$ cat src/hdl/kfd_pkg.sv
// Package for the KISS frame decoder: byte codes, phase codes and the result record.
// Depends on nothing; all other files of the decoder use it by scoped names.

package kfd_pkg;

  // KISS special bytes.
  localparam logic [7:0] Fend  = 8'hC0;
  localparam logic [7:0] Fesc  = 8'hDB;
  localparam logic [7:0] Tfend = 8'hDC;
  localparam logic [7:0] Tfesc = 8'hDD;

  // Decoder phase codes.
  localparam logic [2:0] PhOpen  = 3'd0;
  localparam logic [2:0] PhType  = 3'd1;
  localparam logic [2:0] PhBody  = 3'd2;
  localparam logic [2:0] PhEsc   = 3'd3;
  localparam logic [2:0] PhFault = 3'd4;

  // Result kinds and frame status codes.
  localparam logic KindBody   = 1'b0;
  localparam logic KindStatus = 1'b1;
  localparam logic StatusOk   = 1'b0;
  localparam logic StatusBad  = 1'b1;

  // Depth of the queue between the front and back parts.
  localparam int unsigned QDepth = 4;
  localparam int unsigned QAw    = $clog2(QDepth);

  // One result item.
  typedef struct packed {
    logic       kind;
    logic [7:0] body;
    logic [7:0] ftype;
    logic       status;
  } res_t;

endpackage

$ cat src/hdl/kfd_front.sv
// Front part of the KISS frame decoder: framing state and byte classification.
// Depends on kfd_pkg; feeds kfd_queue with at most one result per accepted byte.

module kfd_front (
  input  logic          clk_i,
  input  logic          rst_ni,
  input  logic          accept_i,
  input  logic [7:0]    data_byte_i,
  input  logic          last_byte_i,
  output logic          res_valid_o,
  output kfd_pkg::res_t res_o
);

  logic [2:0] phase_q, phase_d;
  logic       seen_q, seen_d;
  logic [7:0] type_q, type_d;
  logic       emit;
  logic [7:0] emit_byte;
  logic       frame_ok;

  // Next state and result selection for one byte.
  always_comb begin
    phase_d   = phase_q;
    seen_d    = seen_q;
    type_d    = type_q;
    emit      = 1'b0;
    emit_byte = data_byte_i;
    frame_ok  = (phase_q == kfd_pkg::PhBody) && seen_q && (data_byte_i == kfd_pkg::Fend);
    if (last_byte_i) begin
      phase_d = kfd_pkg::PhOpen;
      seen_d  = 1'b0;
      type_d  = 8'h00;
    end else begin
      unique case (phase_q)
        kfd_pkg::PhOpen: begin
          phase_d = (data_byte_i == kfd_pkg::Fend) ? kfd_pkg::PhType : kfd_pkg::PhFault;
        end
        kfd_pkg::PhType: begin
          type_d  = data_byte_i;
          seen_d  = 1'b0;
          phase_d = kfd_pkg::PhBody;
        end
        kfd_pkg::PhBody: begin
          if (data_byte_i == kfd_pkg::Fend) begin
            phase_d = kfd_pkg::PhFault;
          end else if (data_byte_i == kfd_pkg::Fesc) begin
            seen_d  = 1'b1;
            phase_d = kfd_pkg::PhEsc;
          end else begin
            seen_d = 1'b1;
            emit   = 1'b1;
          end
        end
        kfd_pkg::PhEsc: begin
          if (data_byte_i == kfd_pkg::Tfend) begin
            emit      = 1'b1;
            emit_byte = kfd_pkg::Fend;
            phase_d   = kfd_pkg::PhBody;
          end else if (data_byte_i == kfd_pkg::Tfesc) begin
            emit      = 1'b1;
            emit_byte = kfd_pkg::Fesc;
            phase_d   = kfd_pkg::PhBody;
          end else begin
            phase_d = kfd_pkg::PhFault;
          end
        end
        default: begin
          phase_d = kfd_pkg::PhFault;
        end
      endcase
    end
  end

  // Result record toward the queue.
  always_comb begin
    res_valid_o = accept_i && (last_byte_i || emit);
    res_o.ftype = type_q;
    if (last_byte_i) begin
      res_o.kind   = kfd_pkg::KindStatus;
      res_o.body   = 8'h00;
      res_o.status = frame_ok ? kfd_pkg::StatusOk : kfd_pkg::StatusBad;
    end else begin
      res_o.kind   = kfd_pkg::KindBody;
      res_o.body   = emit_byte;
      res_o.status = kfd_pkg::StatusOk;
    end
  end

  // Framing state registers.
  always_ff @(posedge clk_i or negedge rst_ni) begin
    if (!rst_ni) begin
      phase_q <= kfd_pkg::PhOpen;
      seen_q  <= 1'b0;
      type_q  <= 8'h00;
    end else if (accept_i) begin
      phase_q <= phase_d;
      seen_q  <= seen_d;
      type_q  <= type_d;
    end
  end

`ifndef ASSERT_OFF
  // The end of a buffer always returns the decoder to the opening phase.
  a_last_resets: assert property (@(posedge clk_i) disable iff (!rst_ni)
    accept_i && last_byte_i |=> (phase_q == kfd_pkg::PhOpen) && !seen_q)
    else $error("phase not cleared after last byte");

  // Body bytes come only out of the body or escape phases.
  a_body_phase: assert property (@(posedge clk_i) disable iff (!rst_ni)
    res_valid_o && (res_o.kind == kfd_pkg::KindBody) |->
      (phase_q == kfd_pkg::PhBody) || (phase_q == kfd_pkg::PhEsc))
    else $error("body byte emitted outside the body");
`endif

endmodule

$ cat src/hdl/kfd_queue.sv
// Short result queue between the front and back parts of the KISS frame decoder.
// Depends on kfd_pkg for the result record and the queue depth.

module kfd_queue (
  input  logic          clk_i,
  input  logic          rst_ni,
  input  logic          push_i,
  input  kfd_pkg::res_t wdata_i,
  input  logic          pop_i,
  output logic          full_o,
  output logic          valid_o,
  output kfd_pkg::res_t rdata_o
);

  kfd_pkg::res_t             slots_q [kfd_pkg::QDepth];
  logic [kfd_pkg::QAw-1:0]   wr_ptr_q, rd_ptr_q;
  logic [kfd_pkg::QAw:0]     cnt_q, cnt_d;

  assign full_o  = (cnt_q == (kfd_pkg::QAw+1)'(kfd_pkg::QDepth));
  assign valid_o = (cnt_q != '0);
  assign rdata_o = slots_q[rd_ptr_q];

  // Occupancy update.
  always_comb begin
    cnt_d = cnt_q;
    if (push_i && !pop_i) begin
      cnt_d = cnt_q + 1'b1;
    end else if (pop_i && !push_i) begin
      cnt_d = cnt_q - 1'b1;
    end
  end

  // Pointers and count.
  always_ff @(posedge clk_i or negedge rst_ni) begin
    if (!rst_ni) begin
      wr_ptr_q <= '0;
      rd_ptr_q <= '0;
      cnt_q    <= '0;
    end else begin
      if (push_i) begin
        wr_ptr_q <= wr_ptr_q + 1'b1;
      end
      if (pop_i) begin
        rd_ptr_q <= rd_ptr_q + 1'b1;
      end
      cnt_q <= cnt_d;
    end
  end

  // Slot storage.
  always_ff @(posedge clk_i) begin
    if (push_i) begin
      slots_q[wr_ptr_q] <= wdata_i;
    end
  end

`ifndef ASSERT_OFF
  // Occupancy never exceeds the depth.
  a_cnt_bound: assert property (@(posedge clk_i) disable iff (!rst_ni)
    cnt_q <= (kfd_pkg::QAw+1)'(kfd_pkg::QDepth))
    else $error("queue count out of range");

  // No pop from an empty queue and no push into a full one.
  a_no_underflow: assert property (@(posedge clk_i) disable iff (!rst_ni)
    !(pop_i && !valid_o) && !(push_i && full_o))
    else $error("queue overflow or underflow");
`endif

endmodule

$ cat src/hdl/kfd_back.sv
// Back part of the KISS frame decoder: output register that presents the oldest result.
// Depends on kfd_pkg for the result record; drains kfd_queue.

module kfd_back (
  input  logic          clk_i,
  input  logic          rst_ni,
  input  logic          q_valid_i,
  input  kfd_pkg::res_t q_data_i,
  output logic          q_pop_o,
  input  logic          pop_i,
  output logic          empty_o,
  output kfd_pkg::res_t res_o
);

  logic          out_valid_q;
  kfd_pkg::res_t out_q;

  // Refill the output register when it is free or being taken.
  assign q_pop_o = q_valid_i && (!out_valid_q || pop_i);
  assign empty_o = !out_valid_q;
  assign res_o   = out_q;

  // Valid flag of the output register.
  always_ff @(posedge clk_i or negedge rst_ni) begin
    if (!rst_ni) begin
      out_valid_q <= 1'b0;
    end else if (q_pop_o) begin
      out_valid_q <= 1'b1;
    end else if (pop_i) begin
      out_valid_q <= 1'b0;
    end
  end

  // Output payload.
  always_ff @(posedge clk_i) begin
    if (q_pop_o) begin
      out_q <= q_data_i;
    end
  end

`ifndef ASSERT_OFF
  // A held result is not replaced unless it was taken.
  a_hold: assert property (@(posedge clk_i) disable iff (!rst_ni)
    out_valid_q && !pop_i |=> out_valid_q && (out_q == $past(out_q)))
    else $error("output result lost");
`endif

endmodule

$ cat src/hdl/kiss_frame_decoder.sv
// KISS frame decoder top level: front classifier, result queue and output register.
// Accepts one byte per cycle while full is low; each result goes through the queue
// and then the output register, and is held there until it is popped.
// full rises only when the four-entry queue fills while results are not popped.
// Asynchronous active-low reset empties the queue and returns to the opening phase.
// Depends on kfd_pkg, kfd_front, kfd_queue and kfd_back.

module kiss_frame_decoder (
  input  logic       clk_i,
  input  logic       rst_ni,
  input  logic       push,
  output logic       full,
  input  logic [7:0] data_byte_i,
  input  logic       last_byte_i,
  output logic       empty,
  input  logic       pop,
  output logic       result_kind_o,
  output logic [7:0] body_byte_o,
  output logic [7:0] frame_type_o,
  output logic       frame_status_o
);

  logic          accept;
  logic          res_valid;
  kfd_pkg::res_t res_front;
  logic          q_valid;
  logic          q_pop;
  kfd_pkg::res_t q_data;
  kfd_pkg::res_t res_out;

  assign accept = push && !full;

  // Byte classification and framing state.
  kfd_front u_front (
    .clk_i       (clk_i),
    .rst_ni      (rst_ni),
    .accept_i    (accept),
    .data_byte_i (data_byte_i),
    .last_byte_i (last_byte_i),
    .res_valid_o (res_valid),
    .res_o       (res_front)
  );

  // Decoupling queue.
  kfd_queue u_queue (
    .clk_i   (clk_i),
    .rst_ni  (rst_ni),
    .push_i  (res_valid),
    .wdata_i (res_front),
    .pop_i   (q_pop),
    .full_o  (full),
    .valid_o (q_valid),
    .rdata_o (q_data)
  );

  // Output stage.
  kfd_back u_back (
    .clk_i     (clk_i),
    .rst_ni    (rst_ni),
    .q_valid_i (q_valid),
    .q_data_i  (q_data),
    .q_pop_o   (q_pop),
    .pop_i     (pop),
    .empty_o   (empty),
    .res_o     (res_out)
  );

  assign result_kind_o  = res_out.kind;
  assign body_byte_o    = res_out.body;
  assign frame_type_o   = res_out.ftype;
  assign frame_status_o = res_out.status;

endmodule

$ cat config.mk
export PLATFORM = sky130hd
export DESIGN_NAME = kiss_frame_decoder
export DESIGN_NICKNAME = d
export VERILOG_FILES = /design/src/hdl/kfd_pkg.sv /design/src/hdl/kfd_front.sv /design/src/hdl/kfd_queue.sv /design/src/hdl/kfd_back.sv /design/src/hdl/kiss_frame_decoder.sv
export SDC_FILE = /design/constraint.sdc
export NUM_CORES = 1
export LEC_CHECK = 0
export BUFFER_PORTS_ARGS = -buffer_cell sky130_fd_sc_hd__buf_4
export CAP_MARGIN = 25
export CORE_MARGIN = 2
export CORE_UTILIZATION = 63
export CTS_CLUSTER_SIZE = 20
export DETAILED_ROUTE_END_ITERATION = 6
export PLACE_DENSITY_LB_ADDON = 0.05
export SYNTH_ARGS = -nofsm -noshare
export SYNTH_HDL_FRONTEND = slang
export SYNTH_HIERARCHICAL = 1
export SYNTH_SLANG_ARGS = --single-unit
export TNS_END_PERCENT = 5
$ cat constraint.sdc
create_clock -name clk_i -period 4.7 [get_ports clk_i]
set_clock_uncertainty 0.05 [all_clocks]
set_input_delay 0.235 -clock clk_i [delete_from_list [all_inputs] [get_ports clk_i]]
set_output_delay 0.235 -clock clk_i [all_outputs]
set_load 0.02 [all_outputs]
======== After elaboration in Yosys (flattened, before gate mapping) ========
Memory sizes are Yosys's and may differ from the RTL's. A register that Yosys moved wholly into a read port is not among the register bits.
Cells that the tools add are included.
storage, ports and cells
  register bits ........................... 20
  latch bits .............................. 0
  bits in writable memories ............... 72
  bits in read-only memories .............. 0
  input port bits ......................... 13
  memories kept ........................... 1
memories
  name             depth  width  read ports  clocked after Yosys merged registers in  wr ports  line             text
  u_queue.slots_q  4      18     1           1                                        1         kfd_queue.sv:15  kfd_pkg::res_t slots_q [kfd_pkg::QDepth];
cells by class
  $add $sub $neg .......................... 4
  multiply operators ...................... 0
  divide/modulo/power cells ............... 0
  $lt $le $gt $ge ......................... 0
  eq/ne operators ......................... 10
  shift operators ......................... 0
  multiplexer cells ....................... 30
  bitwise operators ....................... 0
  reductions and logical operators ........ 22
operators by type and width
  cell                 count
  $mux 8               5
  $eq 8x8->1 const B   4
  $mux 3               8
  $mux 1               13
  $pmux 3 s4           1
  $mux 9               1
  $logic_and 1x1->1    7
  $eq 3x2->1 const B   2
  $reduce_bool 2->1    3
  $reduce_bool 3->1    2
  $add 2x1->2 const B  2
  $logic_not 1->1      4
  $ne 4x4->1 const B   1
  $pmux 1 s2           2
  $reduce_and 2->1     2
  $add 3x1->3 const B  1
  $eq 3x1->1 const B   1
  $eq 3x3->1 const B   1
  $logic_not 3->1      1
  $ne 3x3->1 const B   1
  $reduce_and 3->1     1
  $sub 3x1->3 const B  1
  $logic_or 1x1->1     2

======== Depth between registers and ports, before layout ========
  word-level depth ........................ 11
  gate-level depth with buffers ........... 10

======== By module ========
Netlist, hierarchy kept.
by module, submodules not included
  module              times used  cells an instance  area an instance (um^2)
  kfd_queue           1           128                2,994.1
  kfd_front           1           77                 710.7
  kfd_back            1           23                 588.1
  kiss_frame_decoder  1           1                  13.8

======== Worst setup path before layout ========
No wires, ideal clock.
  path kind ............................... register -> register
  from .................................... register u_front.phase_q[2]
  to ...................................... register u_queue/cnt_q[2] (netlist bit)
  setup time .............................. 0.079 ns
  data arrival time ....................... 2.584 ns
  data required time ...................... 4.571 ns
  slack ................................... 1.987 ns
  cell stages (with the launch flop) ...... 11
  buffers on the path ..................... 0
  clock period less this slack ............ 2.713 ns
  path through ............................ dfrtp_1 > nand3b_1 > nor4_1 > nor2_1 > a21oi_1 > ha_1 > inv_1 > fa_1 > xor2_1 > nor2_1 > xor2_1
between the ends
  word-level cells in the longest chain between the ends .. 8
  elaborated cells between the ends (all ways) .. 11
ends and longest elaborated chain
  what                         line                      text
  from (decl)                  kfd_front.sv:14           logic [2:0] phase_q, phase_d;
  from (signal assigned)       kfd_front.sv:92           phase_q <= kfd_pkg::PhOpen;
  from (signal assigned)       kfd_front.sv:96           phase_q <= phase_d;
  $eq 3x2->1                   kfd_front.sv:34           unique case (phase_q)
  $pmux 1 s2 (*)               kfd_front.sv:34
  $mux 1 (*)                   kfd_front.sv:29           if (last_byte_i) begin
  $logic_or 1x1->1 (*)         kfd_front.sv:76           res_valid_o = accept_i && (last_byte_i || emit);
  $logic_and 1x1->1 (*)        kfd_front.sv:76
  via res_valid                kiss_frame_decoder.sv:24  logic res_valid;
  $logic_not 1->1              kfd_queue.sv:28           end else if (pop_i && !push_i) begin
  $logic_and 1x1->1            kfd_queue.sv:28
  $reduce_bool 2->1 (no line)  -
  to (signal assigned)         kfd_queue.sv:46           cnt_q <= cnt_d;
  to (decl)                    kfd_queue.sv:17           logic [kfd_pkg::QAw:0] cnt_q, cnt_d;
The timed path passes the listed nets; every way through them passes the cells marked *.
A chain may end at the register's enable or synchronous reset.

======== Worst setup path in the final report ========
Ends and elaborated chain as after synthesis.

==> metrics.txt <==
most numerous cell in the Yosys netlist=edfxtp_1; CP max FO=8; routed len/inst=19.1 um; Layout Cells excl Fill=353; placed cells=335; first-pass GRT wire length=10800 um; Slew Limit Headroom=34.6%; Mapped Area=4310 um2; layout cell share with drive strength beyond 1=26.7%; CP peak stage delay=0.54 ns; endpoints failing setup=0; Post-Syn Area per Cell=18.8 um2; vias in the first global route=2074; Max Clock Freq=327 MHz; pins over their slew limit=0; chip width=86.7 um; grt ovf=0; post-DR vias/cell=5.99; unrepaired setup endpoints after global routing=false; worst-skew pair later-pin latency=0.36 ns; CTS sink count=110; CP Capture Type=register; Arr. time, crit path=3.30 ns; Net Sw Frac=28.9%; initial DRC count=115; die height=86.7 um; post-route setup TNS=0 ns; final-layout fill cell count=401; total chip power=0.00263 W; Worst-Margin Slew=0.980 ns; Final period util=65.2%; Root Buffer=clkbuf_8; min Tclk post-route=3.06 ns; Crit-path slowest cell=nor4_1; Top FF cell, synth=edfxtp_1; cell taking the most area after synthesis=edfxtp_1; status=finished, final reports clean; sequential cell area fraction in the yosys report=74.4%; leakage power=1.77 nW; Post-synth EDFFs=90; Synth area leaders=edfxtp_1 63%, dfrtp_1 12%, mux4_2 9.4%; clk buf depth=2; die area=7510 um2; #FFs+latches synth=110; GRT met2 Usage=30.8%; antenna viol nets, final=0; Post-Place Setup Slack=1.63 ns; Comb pwr share=26.1%; WP buf/inv=1; Max-Cap Viols=0; final hold violation count=0; count of input and output buffers=32; P_int=0.00187 W; CTS tree=built; setup ws final=1.64 ns; Reg power frac=52.8%; Post-synth top cells=90 x edfxtp_1, 20 x dfrtp_1, 18 x mux4_2, 10 x inv_1, 9 x nand2_1; Initial Util=64.1%; grt met1 use=28.7%; Inserted Diodes=0; power per cell area=545 nW/um2; Total Routing Usage GR=19.9%; nets=287; 1st-pass router iterations=4; Post-CTS Setup Inserts=0; largest net degree at the start of global routing=22; row cnt=30; Yosys cell types=44; DR vias=2115; CP Launch Type=register; Reg clk slew, reported paths=0.10 ns; Net Sw Power=0.000761 W; Cells after Synth=229; clock share of power=21.2%; CTS Buf Count=9; drt total wl=6740 um; initial antenna violation count=0; GR Util met3=3.24%; # DRC=0; top cell type's share of synthesized area=62.8%; Post-synth ARST share=18.2%; gpl congestion=0.885; core area=6720 um2; Ys Warns=6; Register Area=3200 um2; CP required=4.94 ns; dpl hpwl=4420 um; syn_nets=248; delay-heaviest family, CP=simple AND/OR/NAND/NOR gates; H-tree levels=3; HP Class=in -> reg; final core utilization=71.8%; area of the multi-input gates=1010 um2; WS Path Type=reg -> reg; Worst VDD drop=0.355 mV; crit-path cells=nand3b_1 -> nor4_1 -> nor2_1 -> a21oi_1 -> ha_1 -> inv_1 -> fa_1 -> xor2_1 -> nor2_1 -> xor2_1; Layout area overhead=12.1%; global routing's busiest layer=met2; IO Count=33
[metal layers]
| layer | up-vias | share of wire, % |
|---|---|---|
| met5 | - | 0 |
| met4 | 0 | 1.6 |
| met3 | 9 | 4.2 |
| met2 | 58 | 49 |
| met1 | 1086 | 45 |
| li1 | 962 | - |
[placed cells by master (no fill, tap or decap), types with 4 or more instances in the layout]
cell,n
xor2_1,4
clkbuf_8,9
nand2_1,9
nor2_1,5
a22o_1,6
ha_1,5
a21oi_1,4
and2_1,8
inv_1,10
nor2b_1,4
dfrtp_1,20
mux4_2,18
buf_4,33
nand2b_1,4
edfxtp_1,90
[through the flow]
step | instance area [um2] | hold slack (ns)
after floorplan | 4310 | -0.111
after global placement | 4600 | 0.0849
after detailed placement | 4600 | 0.0814
after CTS | 4810 | 0.0570
after global routing | 4830 | 0.0544
final | 4830 | 0.0677
[flip-flops by register name, summed over array words and instances, names as in the netlist]
signal	cells
u_queue/rd_ptr_q	2
u_queue/wr_ptr_q	2
u_back/out_valid_q	1
u_front/phase_q	3
u_queue/cnt_q	3
u_front/seen_q	1
u_queue/slots_q	72
u_back/res_o	18
u_front/type_q	8
[layout make-up]
| cell class | count | share of cell area, % |
|---|---|---|
| Clock inverter | 6 | 1.45 |
| Sequential cell | 110 | 66.4 |
| Clock buffer | 10 | 2.64 |
| Inverter | 11 | 0.855 |
| Tap cell | 80 | 2.07 |
| Timing Repair Buffer | 35 | 5.65 |
| Multi-Input combinational cell | 101 | 21.0 |
[kinds of logic after synthesis]
group | Yosys count | share of synthesized area (%)
AND/OR/NAND/NOR | 47 | 6.77
multiplexers | 19 | 9.67
flip-flops | 110 | 74.4
buffers and inverters | 18 | 2.12
XOR/XNOR | 7 | 1.42
AO/OA/AOI/OAI | 22 | 3.72
adder cells (fa/ha/maj) | 6 | 1.92
[repair_timing]
action                    in CTS  in global routing
hold endpoints to repair      20                  0
resized for setup              0                  0
hold buffers                   1                  0
[final timing paths]
check                                          startpoint                              to  slack (ns)  depth (start not counted)
setup / recovery           u_front/phase_q[2]$_DFFE_PN0P_    u_queue/cnt_q[2]$_DFFE_PN0P_        1.64                         10
hold / removal                             data_byte_i[5]   u_front/type_q[5]$_DFFE_PN0P_        0.07                          2
setup reg to reg           u_front/phase_q[2]$_DFFE_PN0P_    u_queue/cnt_q[2]$_DFFE_PN0P_        1.64                         10
hold reg to reg              u_queue/cnt_q[2]$_DFFE_PN0P_    u_queue/cnt_q[2]$_DFFE_PN0P_        0.45                          1
max in group asynchronous                          rst_ni   u_front/type_q[1]$_DFFE_PN0P_        4.16                          2
min in group asynchronous                          rst_ni  u_front/phase_q[2]$_DFFE_PN0P_        0.23                          2
[power by group through the flow]
stage	registers, W	logic, W	clock network (W)
after floorplan	0.00146	0.000423	0
after global placement	0.00141	0.000679	0
after detailed placement	0.00141	0.000690	0
after CTS	0.00139	0.000690	0.000571
after global routing	0.00141	0.000751	0.000605
final	0.00139	0.000686	0.000557
No activity file was read; power rests on OpenSTA's default activity.
